==> src/design/assert_macros.svh <==
// ---------------------------------------------------------------------------
// Assertion helpers shared by the palette pixel scaler RTL.
// ---------------------------------------------------------------------------
`ifndef ASSERT_MACROS_SVH
`define ASSERT_MACROS_SVH

// Condition a implies condition c in the same cycle.
`define ASSERT_IMPLIES(lbl, clk, rst, a, c, msg) \
  lbl: assert property (@(posedge clk) disable iff (rst) (a) |-> (c)) else $error(msg);

// Condition a implies condition c in the following cycle.
`define ASSERT_NEXT(lbl, clk, rst, a, c, msg) \
  lbl: assert property (@(posedge clk) disable iff (rst) (a) |=> (c)) else $error(msg);

// Condition a never holds.
`define ASSERT_NEVER(lbl, clk, rst, a, msg) \
  lbl: assert property (@(posedge clk) disable iff (rst) !(a)) else $error(msg);

`endif

==> src/design/pps_pkg.sv <==
// ---------------------------------------------------------------------------
// pps_pkg
// Shared types, register codes and position helpers of the pixel scaler.
// ---------------------------------------------------------------------------
`timescale 1ns / 1ps
`default_nettype none

package pps_pkg;

  // Configuration register indexes
  localparam int REG_IDX_W = 2;
  localparam logic [REG_IDX_W-1:0] REG_PAL_BG    = 2'd0;
  localparam logic [REG_IDX_W-1:0] REG_PAL_OBJ_A = 2'd1;
  localparam logic [REG_IDX_W-1:0] REG_PAL_OBJ_B = 2'd2;
  localparam logic [REG_IDX_W-1:0] REG_SCALING   = 2'd3;

  // Scaling modes
  localparam logic [1:0] MODE_NORMAL  = 2'd0;
  localparam logic [1:0] MODE_STRETCH = 2'd1;
  localparam logic [1:0] MODE_ASPECT  = 2'd2;

  // Palette selects
  localparam logic [1:0] PAL_SEL_BG    = 2'd0;
  localparam logic [1:0] PAL_SEL_OBJ_A = 2'd1;

  // Field widths
  localparam int CODE_W  = 8;
  localparam int COORD_W = 8;
  localparam int X_W     = 9;
  localparam int Y_W     = 8;
  localparam int COLOR_W = 16;
  localparam int PAL_W   = 64;
  localparam int SPOS_W  = 10;

  // Command queue sizing
  localparam int QDEPTH = 4;
  localparam int QPTR_W = 2;
  localparam int QCNT_W = 3;

  // Floor-by-six reciprocal: (m * 171) >> 10 is exact for m below 511
  localparam int RECIP6      = 171;
  localparam int RECIP6_SH   = 10;
  localparam int RECIP_PROD_W = 17;

  // One classified source pixel, ready for the back end
  typedef struct packed {
    logic [COLOR_W-1:0] color;
    logic [X_W-1:0]     x0;
    logic [Y_W-1:0]     y0;
    logic               two_x;
    logic               two_y;
  } pps_desc_t;

  // Queue status seen by both ends
  typedef struct packed {
    logic [QCNT_W-1:0] count;
    logic              empty;
  } pps_qstat_t;

  // floor(m / 6) for values below 384
  function automatic logic [5:0] div6(input logic [8:0] m);
    logic [RECIP_PROD_W-1:0] prod;
    prod = RECIP_PROD_W'(m) * RECIP_PROD_W'(RECIP6);
    return prod[RECIP6_SH+5:RECIP6_SH];
  endfunction

  // n + floor(n/2) + ceil(n/6)
  function automatic logic [SPOS_W-1:0] scaled_pos(input logic [COORD_W-1:0] n);
    logic [5:0] q;
    q = div6({1'b0, n} + 9'd5);
    return SPOS_W'(n) + SPOS_W'(n[COORD_W-1:1]) + SPOS_W'(q);
  endfunction

  // Odd or a multiple of six
  function automatic logic pos_repeats(input logic [COORD_W-1:0] n);
    logic [5:0]         q;
    logic [COORD_W-1:0] six_q;
    q     = div6({1'b0, n});
    six_q = COORD_W'({q, 2'b00}) + COORD_W'({q, 1'b0});
    return n[0] | (six_q == n);
  endfunction

endpackage

`default_nettype wire

==> src/design/palette_pixel_scaler_core.sv <==
// ---------------------------------------------------------------------------
// palette_pixel_scaler_core
// Palette lookup and nearest-neighbor scaling of source pixels to screen.
// ---------------------------------------------------------------------------
// Usage:
//   Pulse start with pixel_code, column and line while busy is low; the pixel
//   is taken at that edge. Each screen write appears on screen_x, screen_y and
//   color for exactly one cycle with result_valid high; last marks the final
//   write of a pixel. The receiver cannot stall the results.
//   Configuration is written through cfg_valid/cfg_ready with cfg_index and
//   cfg_data (0 palette_bg, 1 palette_obj_a, 2 palette_obj_b, 3 scaling mode);
//   write only while no pixel is in flight. cfg_ready is always high.
// A pixel taken passes the front stage, the command queue, the current-pixel
//   register and the result register. Throughput: one write per cycle while
//   pixels are queued, set by the emitter; a pixel makes 1 write in normal mode,
//   2 or 4 in stretch mode, 1 to 4 in keep-aspect mode. A 4-entry queue and the
//   front stage absorb bursts; busy rises when they together hold 4 pixels.
// Reset (rst, synchronous): clears the palettes and mode, empties the queue
//   and drops any pixel in flight.
// ---------------------------------------------------------------------------
`timescale 1ns / 1ps
`default_nettype none

module palette_pixel_scaler_core #(
  parameter int SRC_WIDTH     = 160,
  parameter int SRC_HEIGHT    = 144,
  parameter int SCREEN_WIDTH  = 320,
  parameter int SCREEN_HEIGHT = 240
) (
  input  wire logic                          clk,
  input  wire logic                          rst,
  input  wire logic                          start,
  output logic                               busy,
  input  wire logic [pps_pkg::CODE_W-1:0]    pixel_code,
  input  wire logic [pps_pkg::COORD_W-1:0]   column,
  input  wire logic [pps_pkg::COORD_W-1:0]   line,
  input  wire logic                          cfg_valid,
  output logic                               cfg_ready,
  input  wire logic [pps_pkg::REG_IDX_W-1:0] cfg_index,
  input  wire logic [pps_pkg::PAL_W-1:0]     cfg_data,
  output logic                               result_valid,
  output logic [pps_pkg::X_W-1:0]            screen_x,
  output logic [pps_pkg::Y_W-1:0]            screen_y,
  output logic [pps_pkg::COLOR_W-1:0]        color,
  output logic                               last
);
  import pps_pkg::*;

  logic       push;
  logic       pop;
  pps_desc_t  push_desc;
  pps_desc_t  head_desc;
  pps_qstat_t qstat;

  // Registers accept a write every cycle
  assign cfg_ready = 1'b1;

  pps_front #(
    .SRC_WIDTH     (SRC_WIDTH),
    .SRC_HEIGHT    (SRC_HEIGHT),
    .SCREEN_WIDTH  (SCREEN_WIDTH),
    .SCREEN_HEIGHT (SCREEN_HEIGHT)
  ) u_front (
    .clk        (clk),
    .rst        (rst),
    .start      (start),
    .busy       (busy),
    .pixel_code (pixel_code),
    .column     (column),
    .line       (line),
    .cfg_valid  (cfg_valid & cfg_ready),
    .cfg_index  (cfg_index),
    .cfg_data   (cfg_data),
    .qstat      (qstat),
    .push       (push),
    .push_desc  (push_desc)
  );

  pps_queue u_queue (
    .clk       (clk),
    .rst       (rst),
    .push      (push),
    .push_desc (push_desc),
    .pop       (pop),
    .head_desc (head_desc),
    .qstat     (qstat)
  );

  pps_back u_back (
    .clk          (clk),
    .rst          (rst),
    .qstat        (qstat),
    .head_desc    (head_desc),
    .pop          (pop),
    .result_valid (result_valid),
    .screen_x     (screen_x),
    .screen_y     (screen_y),
    .color        (color),
    .last         (last)
  );

endmodule

`default_nettype wire

==> src/design/pps_front.sv <==
// ---------------------------------------------------------------------------
// pps_front
// Holds the configuration, accepts source pixels and classifies each one
// into a colour, a base screen position and its repeat flags.
// ---------------------------------------------------------------------------
`timescale 1ns / 1ps
`default_nettype none

module pps_front #(
  parameter int SRC_WIDTH     = 160,
  parameter int SRC_HEIGHT    = 144,
  parameter int SCREEN_WIDTH  = 320,
  parameter int SCREEN_HEIGHT = 240
) (
  input  wire logic                          clk,
  input  wire logic                          rst,
  input  wire logic                          start,
  output logic                               busy,
  input  wire logic [pps_pkg::CODE_W-1:0]    pixel_code,
  input  wire logic [pps_pkg::COORD_W-1:0]   column,
  input  wire logic [pps_pkg::COORD_W-1:0]   line,
  input  wire logic                          cfg_valid,
  input  wire logic [pps_pkg::REG_IDX_W-1:0] cfg_index,
  input  wire logic [pps_pkg::PAL_W-1:0]     cfg_data,
  input  wire pps_pkg::pps_qstat_t           qstat,
  output logic                               push,
  output pps_pkg::pps_desc_t                 push_desc
);
  import pps_pkg::*;

  localparam int SCALED_SRC_W = SRC_WIDTH + SRC_WIDTH / 2 + (SRC_WIDTH + 5) / 6;
  localparam int CX = (SCREEN_WIDTH > SRC_WIDTH) ? (SCREEN_WIDTH - SRC_WIDTH) / 2 : 0;
  localparam int CY = (SCREEN_HEIGHT > SRC_HEIGHT) ? (SCREEN_HEIGHT - SRC_HEIGHT) / 2 : 0;
  localparam int KX = (SCREEN_WIDTH > SCALED_SRC_W) ? (SCREEN_WIDTH - SCALED_SRC_W) / 2 : 0;

  logic [PAL_W-1:0]   palette_bg;
  logic [PAL_W-1:0]   palette_obj_a;
  logic [PAL_W-1:0]   palette_obj_b;
  logic [1:0]         scaling_select;
  logic               stage_valid;
  pps_desc_t          stage_desc;
  pps_desc_t          desc_next;
  logic [PAL_W-1:0]   pal;
  logic [SPOS_W-1:0]  sx;
  logic [SPOS_W-1:0]  sy;
  logic               accept;
  logic [QCNT_W:0]    occupancy;

  // Hold off new pixels while the queue plus the stage could overflow
  assign occupancy = {1'b0, qstat.count} + (QCNT_W + 1)'(stage_valid);
  assign busy      = occupancy >= (QCNT_W + 1)'(QDEPTH);
  assign accept    = start & ~busy;

  // Write configuration registers
  always_ff @(posedge clk) begin
    if (rst) begin
      palette_bg     <= '0;
      palette_obj_a  <= '0;
      palette_obj_b  <= '0;
      scaling_select <= MODE_NORMAL;
    end else if (cfg_valid) begin
      unique case (cfg_index)
        REG_PAL_BG:    palette_bg     <= cfg_data;
        REG_PAL_OBJ_A: palette_obj_a  <= cfg_data;
        REG_PAL_OBJ_B: palette_obj_b  <= cfg_data;
        REG_SCALING:   scaling_select <= cfg_data[1:0];
        default:       ;
      endcase
    end
  end

  // Classify the incoming pixel
  always_comb begin
    case (pixel_code[5:4])
      PAL_SEL_BG:    pal = palette_bg;
      PAL_SEL_OBJ_A: pal = palette_obj_a;
      default:       pal = palette_obj_b;
    endcase
    desc_next.color = pal[{pixel_code[1:0], 4'b0000} +: COLOR_W];

    sx = scaled_pos(column);
    sy = scaled_pos(line);

    unique case (scaling_select)
      MODE_STRETCH: begin
        desc_next.x0    = {column, 1'b0};
        desc_next.two_x = 1'b1;
        desc_next.y0    = sy[Y_W-1:0];
        desc_next.two_y = pos_repeats(line);
      end
      MODE_ASPECT: begin
        desc_next.x0    = X_W'(KX) + sx[X_W-1:0];
        desc_next.two_x = pos_repeats(column);
        desc_next.y0    = sy[Y_W-1:0];
        desc_next.two_y = pos_repeats(line);
      end
      default: begin
        desc_next.x0    = X_W'(CX) + X_W'(column);
        desc_next.two_x = 1'b0;
        desc_next.y0    = Y_W'(CY) + Y_W'(line);
        desc_next.two_y = 1'b0;
      end
    endcase
  end

  // Register the classified pixel, then hand it to the queue
  always_ff @(posedge clk) begin
    if (rst) begin
      stage_valid <= 1'b0;
    end else begin
      stage_valid <= accept;
    end
    if (accept) begin
      stage_desc <= desc_next;
    end
  end

  assign push      = stage_valid;
  assign push_desc = stage_desc;

endmodule

`default_nettype wire

==> src/design/pps_queue.sv <==
// ---------------------------------------------------------------------------
// pps_queue
// Short command queue between the classifying front and the emitting back.
// ---------------------------------------------------------------------------
`timescale 1ns / 1ps
`default_nettype none
`include "assert_macros.svh"

module pps_queue (
  input  wire logic                clk,
  input  wire logic                rst,
  input  wire logic                push,
  input  wire pps_pkg::pps_desc_t  push_desc,
  input  wire logic                pop,
  output pps_pkg::pps_desc_t       head_desc,
  output pps_pkg::pps_qstat_t      qstat
);
  import pps_pkg::*;

  pps_desc_t         entries [QDEPTH];
  logic [QPTR_W-1:0] wr_ptr;
  logic [QPTR_W-1:0] rd_ptr;
  logic [QCNT_W-1:0] count;

  // Store new commands
  always_ff @(posedge clk) begin
    if (push) begin
      entries[wr_ptr] <= push_desc;
    end
  end

  // Advance pointers and occupancy
  always_ff @(posedge clk) begin
    if (rst) begin
      wr_ptr <= '0;
      rd_ptr <= '0;
      count  <= '0;
    end else begin
      if (push) begin
        wr_ptr <= wr_ptr + 1'b1;
      end
      if (pop) begin
        rd_ptr <= rd_ptr + 1'b1;
      end
      count <= count + QCNT_W'(push) - QCNT_W'(pop);
    end
  end

  assign head_desc   = entries[rd_ptr];
  assign qstat.count = count;
  assign qstat.empty = (count == '0);

  `ASSERT_NEVER(a_no_overflow, clk, rst, push && !pop && count == QCNT_W'(QDEPTH), "queue overflow")
  `ASSERT_NEVER(a_no_underflow, clk, rst, pop && count == '0, "queue underflow")

endmodule

`default_nettype wire

==> src/design/pps_back.sv <==
// ---------------------------------------------------------------------------
// pps_back
// Takes classified pixels from the queue and emits one screen write per
// cycle while pixels are queued, line by line and left to right.
// ---------------------------------------------------------------------------
`timescale 1ns / 1ps
`default_nettype none
`include "assert_macros.svh"

module pps_back (
  input  wire logic                        clk,
  input  wire logic                        rst,
  input  wire pps_pkg::pps_qstat_t         qstat,
  input  wire pps_pkg::pps_desc_t          head_desc,
  output logic                             pop,
  output logic                             result_valid,
  output logic [pps_pkg::X_W-1:0]          screen_x,
  output logic [pps_pkg::Y_W-1:0]          screen_y,
  output logic [pps_pkg::COLOR_W-1:0]      color,
  output logic                             last
);
  import pps_pkg::*;

  logic      cur_valid;
  pps_desc_t cur;
  logic      ix;
  logic      iy;
  logic      row_end;
  logic      beat_last;

  assign row_end   = ix | ~cur.two_x;
  assign beat_last = row_end & (iy | ~cur.two_y);

  // Fetch the next pixel when idle or on the final beat of the current one
  assign pop = ~qstat.empty & (~cur_valid | beat_last);

  // Walk the beats of the current pixel
  always_ff @(posedge clk) begin
    if (rst) begin
      cur_valid <= 1'b0;
      ix        <= 1'b0;
      iy        <= 1'b0;
    end else if (pop) begin
      cur_valid <= 1'b1;
      ix        <= 1'b0;
      iy        <= 1'b0;
    end else if (cur_valid) begin
      if (beat_last) begin
        cur_valid <= 1'b0;
      end else if (row_end) begin
        ix <= 1'b0;
        iy <= 1'b1;
      end else begin
        ix <= 1'b1;
      end
    end
    if (pop) begin
      cur <= head_desc;
    end
  end

  // Drive the registered result beat
  always_ff @(posedge clk) begin
    if (rst) begin
      result_valid <= 1'b0;
    end else begin
      result_valid <= cur_valid;
    end
    screen_x <= cur.x0 + X_W'(ix);
    screen_y <= cur.y0 + Y_W'(iy);
    color    <= cur.color;
    last     <= beat_last;
  end

  `ASSERT_NEXT(a_beats_contiguous, clk, rst, result_valid && !last, result_valid, "pixel beats split")
  `ASSERT_IMPLIES(a_ix_needs_two_x, clk, rst, cur_valid && ix, cur.two_x, "column repeat without flag")
  `ASSERT_IMPLIES(a_iy_needs_two_y, clk, rst, cur_valid && iy, cur.two_y, "line repeat without flag")

endmodule

`default_nettype wire

==> config.mk <==
export PLATFORM = sky130hd
export DESIGN_NAME = palette_pixel_scaler_core
export DESIGN_NICKNAME = d
export VERILOG_FILES = /design/src/design/pps_pkg.sv /design/src/design/palette_pixel_scaler_core.sv /design/src/design/pps_front.sv /design/src/design/pps_queue.sv /design/src/design/pps_back.sv
export VERILOG_INCLUDE_DIRS = /design/src /design/src/design
export SDC_FILE = /design/constraint.sdc
export NUM_CORES = 1
export LEC_CHECK = 0
export BUFFER_PORTS_ARGS = -buffer_cell sky130_fd_sc_hd__buf_2
export CORE_MARGIN = 4
export CORE_UTILIZATION = 62
export CTS_CLUSTER_SIZE = 16
export DETAILED_ROUTE_END_ITERATION = 10
export PLACE_DENSITY = 0.8
export REMOVE_ABC_BUFFERS = 1
export SYNTH_ARGS = -nofsm -noshare
export SYNTH_HDL_FRONTEND = slang
export SYNTH_SLANG_ARGS = --single-unit
==> constraint.sdc <==
create_clock -name clk -period 8.8 [get_ports clk]
set_clock_uncertainty 0.05 [all_clocks]
set_input_delay 0.44 -clock clk [delete_from_list [all_inputs] [get_ports clk]]
set_output_delay 0.44 -clock clk [all_outputs]
set_load 0.03 [all_outputs]
Word level (Yosys, flattened, before mapping)
Memory sizes are Yosys's and may differ from the RTL's. A register that Yosys moved wholly into a read port is not among the register bits.
Index checks and enable logic that the tools add are counted.
Word-level totals
  register bits: 275
  latch bits: 0
  bits in writable memories: 140
  memory bits (read-only): 0
  output and inout port bits: 37
  memories kept: 1
Operators by class
  $add $sub $neg: 18
  multipliers: 4
  divide/modulo/power cells: 0
  $lt $le $gt $ge: 1
  eq/ne operators: 8
  shift operators: 1
  mux-type cells: 8
  bitwise logic cells: 14
  reductions and logical operators: 10
Memory list
  u_queue.entries: depth 4, width 35, rd ports 1, clocked after Yosys merged registers in 1, wr ports 1, RTL line pps_queue.sv:20  | pps_desc_t entries [QDEPTH];
Operator list (number)
  64-bit case mux with 2 select lines: 1
  64-bit by 7-bit indexed part select with 16-bit output: 1
  19-bit case mux with 2 select lines: 1
  8-bit by 8-bit multiplier with 16-bit output, second input constant: 2
  9-bit by 8-bit multiplier with 16-bit output, second input constant: 2
  8-bit by 7-bit adder with 8-bit output: 3
  8-bit by 3-bit adder with 9-bit output, second input constant: 2
  8-bit == test: 2
  2-bit AND reduction: 5
  5-bit by 9-bit adder with 9-bit output, first input constant: 1
  7-bit by 8-bit adder with 9-bit output, first input constant: 1
  8-bit by 7-bit adder with 9-bit output: 1
  9-bit by 1-bit adder with 9-bit output: 1
  9-bit by 6-bit adder with 9-bit output: 1
  6-bit by 8-bit adder with 8-bit output, first input constant: 1
  8-bit by 1-bit adder with 8-bit output: 1
  8-bit by 6-bit adder with 8-bit output: 1
  2-bit by 1-bit == test with 1-bit output, second input constant: 3
  2-bit == test, second input constant: 3
  1-bit 2-to-1 mux: 6
  1-bit NOT: 6
  1-bit OR: 5
  2-bit by 1-bit adder with 2-bit output, second input constant: 2
  3-bit by 1-bit adder with 4-bit output: 1
  8 further kinds: 11

Longest topological paths before layout
Gate-level depths: netlist of the first run.
  depth after elaboration: 6
  depth in mapped cells: 31
  depth with buffers taken out: 31

By module
From an unflattened synthesis of the first run, not the netlist that was laid out.
Second synthesis, totals
  cell total of the unflattened synthesis: 2223
  area, all modules: 23712.7 um^2
By module, submodules not included
  pps_front: instances 1, cells each 1874, area each 16006.6 um^2
  pps_queue: instances 1, cells each 224, area each 5535.3 um^2
  pps_back: instances 1, cells each 123, area each 2159.6 um^2
  palette_pixel_scaler_core: instances 1, cells each 2, area each 11.3 um^2

Least setup slack after synthesis of the first run
No wires, ideal clock.
  kind: in2reg
  start: input column[2] (netlist name)
  end: register u_front.stage_desc, in the netlist u_front.push_desc[18], data pin
  data arrival time: 6.156 ns
  data required time: 8.491 ns
  setup slack: 2.336 ns
  stages: 30
  cell sequence: inv_1 -> ha_1 -> a21oi_1 -> xnor2_1 -> and2_1 -> or2_1 -> inv_1 -> fa_1 -> fa_1 -> inv_1 -> fa_1 -> inv_1 -> ha_1 -> a21o_1 -> a21oi_1 -> nand2_1 -> a21oi_1 -> xnor2_1 -> fa_1 -> ha_1 -> ha_1 -> inv_1 -> fa_1 -> inv_1 -> a21o_1 -> a21oi_1 -> o21bai_1 -> a21oi_1 -> xor2_1 -> o21bai_1
RTL lines
  start, declared: RTL line palette_pixel_scaler_core.sv:35  | input wire logic [pps_pkg::COORD_W-1:0] column,
  end signal, assigned: RTL line pps_front.sv:114  | stage_desc <= desc_next;
  end, declared: RTL line pps_front.sv:41  | pps_desc_t stage_desc;

==> results.yml, run 1 <==
pwr:
  swShare_pct: 34.8
  power.internal_mw: 4.89
  p_comb_share_pct: 39.1
  leakage_nw: 10.8
  vdd.ir_drop.worst_mv: 0.205
  netSwitchingPower_mw: 2.61
  clock_power_share_pct: 24.5
  powerDensity_nw_per_um2: 289
  power_mw: 7.50
  sequentialPowerShare_pct: 36.4
route:
  route.detailed.vias_per_inst: 5.61
  drt_drc_violations_left: 0
  num_vias: 16000
  number_of_violations_reported_at_the_end_of_detailed_routing_iteration_0: 1053
  postRouteWirelength_um: 48600
  antenna_violating_nets_post_route: 0
  drt-pass1-iter-count: 5
  routedWlPerCell_um: 17.1
clocking:
  cts.sinks: 450
  cts_tree: "yes"
  cts_root_buffer: "sky130_fd_sc_hd__clkbuf_16"
  clock_tree.htree_level_count: 2
  ctsResizeCount: 0
  cts-hold-fix-buffers: 0
  clk-insertion-delay-late_ns: 0.55
  cts_buffers: 43
  clockBufferDepth: 3
  cts.reportedPaths.clkPinSlew_ns: 0.07
  post-cts-setup-buffer-count: 0
floorplanning:
  top_level_ports: 131
  core_um2: 37600
  initial_utilization_pct: 62.6
  floorplan.die_area_um2: 41100
  core.rowCount: 71
  fp.dieH_um: 203
  die_x_um: 203
worst_setup_path:
  worst_path_slowest_cell: "sky130_fd_sc_hd__fa_1"
  worst_setup_path_end_kind: "flip-flop"
  worstReg2RegStart: "u_front.scaling_select[0]"
  worst_setup_path_start_kind: "primary input"
  crit_type: "primary input to flip-flop"
  worst_setup_path_startpoint: "column[2]"
  cp_max_fo: 10
  worst-endpoint-arrival_ns: 7.13
  most_repeated_library_cell_on_the_critical_path: "sky130_fd_sc_hd__ha_1"
  critical_path_required_ns: 9.04
  cpPeakStageDelay_ns: 0.55
timing:
  max_freq_mhz: 145
  worst-slew-pin-transition_ns: 1.24
  timing.slew.headroom_pct: 17.2
  report.final.hold_viol_count: 0
  maxSlewViolCount: 0
  final_layout_setup_total_negative_slack_ns: 0
  period_share_pct: 78.4
  setup_viol: 0
  finalWorstPathRequiredPeriod_ns: 6.90
  grt_setup_unrepaired: "false"
  whs_ns: 0.0903
place:
  placement.cell_area_um2: 24500
  numPortBuffers: 125
  final_replace_weighted_congestion: 0.865
  detailedPlacementHpwl_um: 31300
synth:
  post_synth_main_area_contributors: "sky130_fd_sc_hd__edfxtp_1 (27%), sky130_fd_sc_hd__dfxtp_1 (20%), sky130_fd_sc_hd__ha_1 (12%)"
  share_of_the_synthesized_netlist_area_taken_by_xor_and_xnor_gates_pct: 3.68
  syn_avg_cell_area_um2: 10.6
  synth.ff_latch_count: 450
  ys_seq_area_share_pct: 47.3
  largest_family_of_logic_cells_by_synthesized_area: "adder cells"
  synth-compound-area-share_pct: 8.82
  synth.top_cell.area_share_pct: 26.8
  synth.yosys.warnings: 0
  synthFlopType: "sky130_fd_sc_hd__dfxtp_1"
  synth_top_area_cell: "sky130_fd_sc_hd__edfxtp_1"
  ys_types: 61
  postSynthCellCount: 2220
  post_synth_fa_ha_maj_area_fraction_pct: 17.6
  number_of_enable_flip_flop_cells_after_synthesis: 210
  ys_async_sr_fraction_pct: 0
  muxShareOfSynthArea_pct: 7.80
  synth_simple_gate_area_share_pct: 9.61
  post_synth_design_cell_area_um2: 23500
worst_hold_path:
  worstHoldStart: "cfg_data[50]"
  holdCritPathClass: "primary input to flip-flop"
global_route:
  global_route_wire_length_before_repair_um: 80400
  gr-usage-all-layers_pct: 23.7
  number_of_global_route_vias_before_repair: 16400
  globalRoute.totalOverflow: 0
  grt_antenna_before_repair: 9
  grt_max_degree: 114
status:
  outcome: "finished, final reports clean"
layout:
  area_delta_synth_final_pct: 10.4
  fin_area_um2: 26000
  design.final.nets: 2684
  mostFrequentLayoutCells: "sky130_fd_sc_hd__nand2_1 (475), sky130_fd_sc_hd__dfxtp_1 (239), sky130_fd_sc_hd__a21oi_1 (236)"
  most_common_cell_after_layout_fill_and_taps_aside: "sky130_fd_sc_hd__nand2_1"
  postLayoutCoreUtil_pct: 69.1
  drive_above_1_share_pct: 11.9
flow_run:
  timing.max_cap.violations: 0
==> power by group through the flow <==
stage | Clock [mW] | Combinational, mW | Sequential, mW
after floorplan | 0 | 2.03 | 2.91
after global placement | 0 | 2.74 | 2.75
after detailed placement | 0 | 2.91 | 2.77
after CTS | 1.86 | 2.95 | 2.73
after global routing | 1.96 | 3.31 | 2.76
final | 1.83 | 2.94 | 2.73
==> worst max-delay path: cells and delay by family <==
| kind | cells | cell delay, ns |
|---|---|---|
| adders and majority gates | 9 | 3.38 |
| xor gates and xnor gates | 4 | 0.97 |
| and+or+nand+nor | 3 | 0.29 |
| AOI/OAI and AO/OA | 8 | 1.43 |
| buffers and inverters | 5 | 0.61 |
==> per-layer routing <==
| layer | global-route usage (%) | wire, um | part of all wire, % |
|---|---|---|---|
| met5 | 0 | 118 | 0.24 |
| met2 | 41.9 | 24200 | 50 |
| met1 | 30.4 | 20200 | 42 |
| met4 | 5.50 | 912 | 1.9 |
| met3 | 4.89 | 3190 | 6.6 |
==> cell families after synthesis <==
group,Yosys count
xor+xnor,98
fa+ha+maj,290
other cells,1
mux,119
compound gates,376
flops,450
simple gates,566
buf+inv,320
==> state kept, by name, summed over array words and instances (netlist names), 2 cells and up <==
register,flops
u_front.palette_bg,64
u_back.screen_y,8
u_queue.wr_ptr,2
u_back.screen_x,9
u_queue.rd_ptr,2
u_queue.count,3
u_queue.entries,140
u_front.palette_obj_b,64
u_back.cur,35
u_back.color,16
u_front.palette_obj_a,64
u_front.push_desc,35
u_front.scaling_select,2
==> worst paths after layout <==
kind                          endpoint  slack, ns  cells after the start
max              u_front.push_desc[18]       1.90                     29
min          u_front.palette_obj_a[50]       0.09                      3
max reg2reg       u_front.push_desc[0]       6.14                      8
min reg2reg            u_back.color[6]       0.29                      0
==> final cells by class <==
cell class	count	area, um^2
flip-flops and latches	450	11100
clock inverters	12	115
well taps	511	639
inverters	214	803
clock buffers	67	1320
diodes	2	5.00
fillers	2673	11600
repair buffers	141	757
multi-input cells	1450	11200
==> cells in the mapped netlist (34+ instances only) <==
master and instances:
sky130_fd_sc_hd__xnor2_1 70, sky130_fd_sc_hd__a21oi_1 237, sky130_fd_sc_hd__nand2_1 475, sky130_fd_sc_hd__mux4_2 51, sky130_fd_sc_hd__dfxtp_1 240, sky130_fd_sc_hd__fa_1 68, sky130_fd_sc_hd__clkbuf_1 80, sky130_fd_sc_hd__o21ai_0 50
sky130_fd_sc_hd__nor2_1 34, sky130_fd_sc_hd__ha_1 222, sky130_fd_sc_hd__inv_1 212, sky130_fd_sc_hd__mux2i_1 67, sky130_fd_sc_hd__edfxtp_1 210
==> metrics by stage <==
step	setup slack [ns]	instances
finish	1.90	2847
global route	1.53	2845
floorplan	2.34	2114
global placement	1.53	2766
detailed placement	1.47	2766
CTS	1.99	2845
Note: power is estimated with default switching activity, not from simulation.
==> run 2, diff against run 1 <==
--- a/config.mk
+++ b/config.mk
@@ -8,10 +8,10 @@
 export LEC_CHECK = 0
 export BUFFER_PORTS_ARGS = -buffer_cell sky130_fd_sc_hd__buf_2
 export CORE_MARGIN = 4
-export CORE_UTILIZATION = 62
+export CORE_UTILIZATION = 56
 export CTS_CLUSTER_SIZE = 16
 export DETAILED_ROUTE_END_ITERATION = 10
-export PLACE_DENSITY = 0.8
+export PLACE_DENSITY = 0.76
 export REMOVE_ABC_BUFFERS = 1
 export SYNTH_ARGS = -nofsm -noshare
 export SYNTH_HDL_FRONTEND = slang
==> constraint.sdc (replaced) <==
create_clock -name clk -period 5.6 [get_ports clk]
set_clock_uncertainty 0.05 [all_clocks]
set_input_delay 0.28 -clock clk [delete_from_list [all_inputs] [get_ports clk]]
set_output_delay 0.28 -clock clk [all_outputs]
set_load 0.03 [all_outputs]
==> results.yml, run 2 (synthesis results as in run 1) <==
status:
  outcome: "finished with violations"
  failed_checks: "setup timing"
timing:
  worst-slew-pin-transition_ns: 1.21
  period_share_pct: 103
  worst_slack_ns: -0.152
  max_freq_mhz: 174
  setup_viol: 6
  final_layout_setup_total_negative_slack_ns: -0.662
  timing.slew.headroom_pct: 19.1
  maxSlewViolCount: 0
  whs_ns: 0.158
  finalWorstPathRequiredPeriod_ns: 5.75
  grt_setup_unrepaired: "true"
  report.final.hold_viol_count: 0
layout:
  largest_register: "u_queue.entries"
  largest_reg_flops: 140
  fin_area_um2: 28200
  fill_cells: 2898
  final_cell_count_no_fill: 3053
  drive_above_1_share_pct: 19.6
  postLayoutCoreUtil_pct: 68.4
  most_common_cell_after_layout_fill_and_taps_aside: "sky130_fd_sc_hd__nand2_1"
  design.final.nets: 2865
  mostFrequentLayoutCells: "sky130_fd_sc_hd__nand2_1 (468), sky130_fd_sc_hd__dfxtp_1 (239), sky130_fd_sc_hd__a21oi_1 (224)"
  area_delta_synth_final_pct: 19.9
floorplanning:
  fp.dieH_um: 213
  core_um2: 41200
  top_level_ports: 131
  die_x_um: 213
  floorplan.die_area_um2: 45300
  initial_utilization_pct: 57.1
  core.rowCount: 74
worst_setup_path:
  worst_setup_path_end_kind: "flip-flop"
  cpPeakStageDelay_ns: 0.55
  critical_path_required_ns: 5.85
  r2r_cells: 8
  worst_setup_path_startpoint: "column[0]"
  worst_path_slowest_cell: "sky130_fd_sc_hd__fa_1"
  crit_type: "primary input to flip-flop"
  worstReg2RegStart: "u_front.scaling_select[0]"
  worst_setup_path_start_kind: "primary input"
  regToRegEndpoint: "u_front.push_desc[0]"
  worst-endpoint-arrival_ns: 6.00
  r2r_slack_ns: 2.44
  cp_max_fo: 4
worst_hold_path:
  whs_path_depth: 4
  worstHoldStart: "cfg_valid"
  holdCritPathClass: "primary input to flip-flop"
  holdPathEnd: "u_front.scaling_select[1]"
pwr:
  vdd.ir_drop.worst_mv: 0.404
  leakage_nw: 11.7
  powerDensity_nw_per_um2: 481
  power_mw: 13.6
place:
  placement.cell_area_um2: 25300
  final_replace_weighted_congestion: 0.860
  post-place-ws_ns: -0.981
  numPortBuffers: 125
  detailedPlacementHpwl_um: 34000
  placed_cells: 2888
clocking:
  clk-insertion-delay-late_ns: 0.56
  cts.sinks: 450
  cts_buffers: 43
  cts_root_buffer: "sky130_fd_sc_hd__clkbuf_16"
  clock_tree.htree_level_count: 2
  clockBufferDepth: 3
  cts_tree: "yes"
  cts.reportedPaths.clkPinSlew_ns: 0.07
global_route:
  grt_max_degree: 130
  gr-usage-all-layers_pct: 24.0
  number_of_global_route_vias_before_repair: 17500
  grt_antenna_before_repair: 5
  globalRoute.totalOverflow: 0
  global_route_wire_length_before_repair_um: 88100
route:
  number_of_violations_reported_at_the_end_of_detailed_routing_iteration_0: 1053
  antenna_violating_nets_post_route: 0
  postRouteWirelength_um: 55100
  routedWlPerCell_um: 18.0
  drt-pass1-iter-count: 5
  num_vias: 16900
  route.detailed.vias_per_inst: 5.54
  drt_drc_violations_left: 0
flow_run:
  timing.max_cap.violations: 0
[run 2: cell types whose count changed in the layout (fill, tap and decap cells not counted), moves of 12 or more]
cell,change
sky130_fd_sc_hd__inv_2,+14
sky130_fd_sc_hd__inv_1,-17
sky130_fd_sc_hd__a21oi_1,-12
sky130_fd_sc_hd__buf_4,+107
sky130_fd_sc_hd__dlygate4sd3_1,+64
sky130_fd_sc_hd__xnor2_2,+15
sky130_fd_sc_hd__ha_1,-22
sky130_fd_sc_hd__buf_6,+12
sky130_fd_sc_hd__ha_4,+18
sky130_fd_sc_hd__xnor2_1,-15
[run 2: per-layer routing]
layer	GRT usage, %	wire [um]
met1	30.9	22600
met2	42.2	27900
met3	3.60	3090
met4	7.60	1510
met5	0	0
[run 2: layout make-up]
type                       count  area (um^2)  share of cell area, %
tap                          532          666                   2.36
clock buffer                  51         1130                   4.00
antenna                        6         15.0                 0.0533
timing repair buffer         322         2350                   8.32
clock inverter                28          353                   1.25
multi-input combinational   1450        11800                   41.7
inverter                     214          813                   2.88
sequential                   450        11100                   39.4
[run 2: what timing repair did]
item	4_1_cts	5_1_grt
pin swaps	55	76
resized for setup	67	63
buffers inserted	9	9
endpoints found under the setup margin	10	10
endpoints found under the hold margin	194	0
hold buffers	64	0
[run 2: how the worst max path moves through the flow]
stage	to	slack, ns	cells past startpoint
floorplan	u_front.push_desc[18]	-0.70	30
global placement	u_front.push_desc[18]	-0.88	31
detailed placement	u_front.push_desc[18]	-0.98	31
CTS	u_front.push_desc[16]	0.001	28
global route	u_front.push_desc[18]	-0.35	31
finish	u_front.push_desc[18]	-0.15	29
[run 2: power by group]
part           leakage [nW]  switching [mW]  internal (mW)
Combinational          7.09            3.26           2.95
Sequential             3.93           0.290           4.02
Clock                 0.713            1.25           1.78
[run 2: critical path, delay by kind of cell]
kind	cells	cell delay [ns]
AOI/OAI and AO/OA	8	1.19
xor gates and xnor gates	4	0.54
adders and majority gates	9	3.32
buffers and inverters	5	0.39
and+or+nand+nor	3	0.27
==> run 3, diff against run 2 <==
--- a/config.mk
+++ b/config.mk
@@ -7,11 +7,13 @@
 export NUM_CORES = 1
 export LEC_CHECK = 0
 export BUFFER_PORTS_ARGS = -buffer_cell sky130_fd_sc_hd__buf_2
+export CELL_PAD_IN_SITES_DETAIL_PLACEMENT = 0
+export CELL_PAD_IN_SITES_GLOBAL_PLACEMENT = 1
 export CORE_MARGIN = 4
-export CORE_UTILIZATION = 56
+export CORE_UTILIZATION = 49
 export CTS_CLUSTER_SIZE = 16
 export DETAILED_ROUTE_END_ITERATION = 10
-export PLACE_DENSITY = 0.76
+export PLACE_DENSITY = 0.79
 export REMOVE_ABC_BUFFERS = 1
 export SYNTH_ARGS = -nofsm -noshare
 export SYNTH_HDL_FRONTEND = slang
==> constraint.sdc (replaced) <==
create_clock -name clk -period 6.2 [get_ports clk]
set_clock_uncertainty 0.05 [all_clocks]
set_input_delay 0.31 -clock clk [delete_from_list [all_inputs] [get_ports clk]]
set_output_delay 0.31 -clock clk [all_outputs]
set_load 0.03 [all_outputs]
==> results.yml, run 3 (synthesis results as in run 1) <==
worst_setup_path:
  cpPeakStageDelay_ns: 0.53
  worst-endpoint-arrival_ns: 6.26
  cp_num_buf_inv: 7
  critical_path_required_ns: 6.47
  crit_type: "primary input to flip-flop"
  worst_path_dominant_cell_family: "adder cells"
  worst_path_slowest_cell: "sky130_fd_sc_hd__fa_1"
  worst_setup_path_end_kind: "flip-flop"
  worst_setup_path_start_kind: "primary input"
  cp_max_fo: 3
place:
  post-place-ws_ns: -0.470
  detailedPlacementHpwl_um: 33300
  placement.cell_area_um2: 25200
  final_replace_weighted_congestion: 0.851
  numPortBuffers: 125
global_route:
  gr-usage-all-layers_pct: 20.0
  globalRoute.totalOverflow: 0
  global_route_wire_length_before_repair_um: 83300
  number_of_global_route_vias_before_repair: 16400
  grt_max_degree: 109
  grt_antenna_before_repair: 5
timing:
  worst-slew-pin-transition_ns: 1.09
  max_freq_mhz: 167
  finalWorstPathRequiredPeriod_ns: 5.98
  period_share_pct: 96.5
  setup_viol: 0
  timing.slew.headroom_pct: 27.5
  maxSlewViolCount: 0
  report.final.hold_viol_count: 0
  worst_slack_ns: 0.216
  final_layout_setup_total_negative_slack_ns: 0
  whs_ns: 0.152
clocking:
  cts_tree: "yes"
  cts.sinks: 450
  clock_tree.htree_level_count: 2
  cts.reportedPaths.clkPinSlew_ns: 0.06
  cts_root_buffer: "sky130_fd_sc_hd__clkbuf_16"
  clockBufferDepth: 3
  clk-insertion-delay-late_ns: 0.59
  cts_buffers: 46
floorplanning:
  fp.dieH_um: 227
  core_um2: 47000
  initial_utilization_pct: 50.1
  floorplan.die_area_um2: 51500
  top_level_ports: 131
  core.rowCount: 79
  die_x_um: 227
route:
  wl_met3_um: 2080
  total_routed_wire_length_on_the_met1_layer_um: 22700
  drt-pass1-iter-count: 5
  postRouteWirelength_um: 50900
  routed-wl-met2_um: 25000
  num_vias: 16100
  routedWlPerCell_um: 16.5
  antenna_violating_nets_post_route: 0
  route.detailed.vias_per_inst: 5.19
  highest_layer: "met5"
  drt_drc_violations_left: 0
  number_of_violations_reported_at_the_end_of_detailed_routing_iteration_0: 798
layout:
  postLayoutCoreUtil_pct: 58.7
  fill_cells: 3929
  fin_area_um2: 27500
  design.final.nets: 2827
  drive_above_1_share_pct: 15.0
  area_delta_synth_final_pct: 17.2
  largest_register: "u_queue.entries"
  mostFrequentLayoutCells: "sky130_fd_sc_hd__nand2_1 (475), sky130_fd_sc_hd__dfxtp_1 (239), sky130_fd_sc_hd__a21oi_1 (230)"
  most_common_cell_after_layout_fill_and_taps_aside: "sky130_fd_sc_hd__nand2_1"
  largest_reg_flops: 140
flow_run:
  timing.max_cap.violations: 0
status:
  outcome: "finished, final reports clean"
worst_hold_path:
  holdCritPathClass: "primary input to flip-flop"
pwr:
  powerDensity_nw_per_um2: 409
  leakage_nw: 11.5
  vdd.ir_drop.worst_mv: 0.306
==> run 3: cell count changes in the layout (fill, tap and decap cells not counted), sizes merged <==
cell / delta
buf: -41
clkbuf: +11
clkinvlp: -5
diode: -4
clkinv: +1
==> run 3: timing repair <==
| item | CTS | global route |
|---|---|---|
| endpoints found under the hold margin | 194 | 0 |
| endpoints found under the setup margin | 0 | 6 |
| hold buffers | 64 | 0 |
| setup buffers | 0 | 0 |
| gates resized for setup | 0 | 13 |
==> run 3: through the flow <==
stage               total power [mW]  std cells
finish                          11.3       3090
global route                    12.1       3090
CTS                             11.3       3088
detailed placement              8.32       2938
global placement                8.16       2938
floorplan                       7.00       2114
==> run 3: routing by layer <==
metal	up-vias	GRT usage, %
met5	-	0
met1	7727	26.3
met3	73	3.04
li1	7985	-
met4	4	5.31
met2	263	34.7
==> run 3: worst paths after layout <==
check        slack, ns                   endpoint  cells past startpoint                       from
max               0.22      u_front.push_desc[18]                     31                  column[2]
min               0.15  u_front.scaling_select[0]                      4               cfg_index[1]
max reg2reg       3.41       u_front.push_desc[0]                      8  u_front.scaling_select[0]
min reg2reg       0.29            u_back.color[8]                      0             u_back.cur[27]
==> run 3: final cells by class <==
type / instances / area [um^2] / area share (%)
Tap cell: 607 / 759 / 2.76
Multi-Input combinational cell: 1450 / 11300 / 41.0
Inverter: 214 / 803 / 2.92
Clock buffer: 62 / 1260 / 4.58
Sequential cell: 450 / 11100 / 40.3
Antenna cell: 2 / 5.00 / 0.0182
Timing Repair Buffer: 281 / 1970 / 7.14
Clock inverter: 24 / 352 / 1.28
==> run 3: tightest hold or removal path, stage by stage <==
cell and delay, ns:
sky130_fd_sc_hd__buf_2 0.13, sky130_fd_sc_hd__nand3_1 0.14, sky130_fd_sc_hd__mux2i_1 0.09, sky130_fd_sc_hd__nor2_1 0.07
==> run 3: power breakdown <==
part	internal, mW	switching, mW	total (mW)
clock network	1.74	1.17	2.91
logic	2.06	2.43	4.48
registers	3.63	0.252	3.88
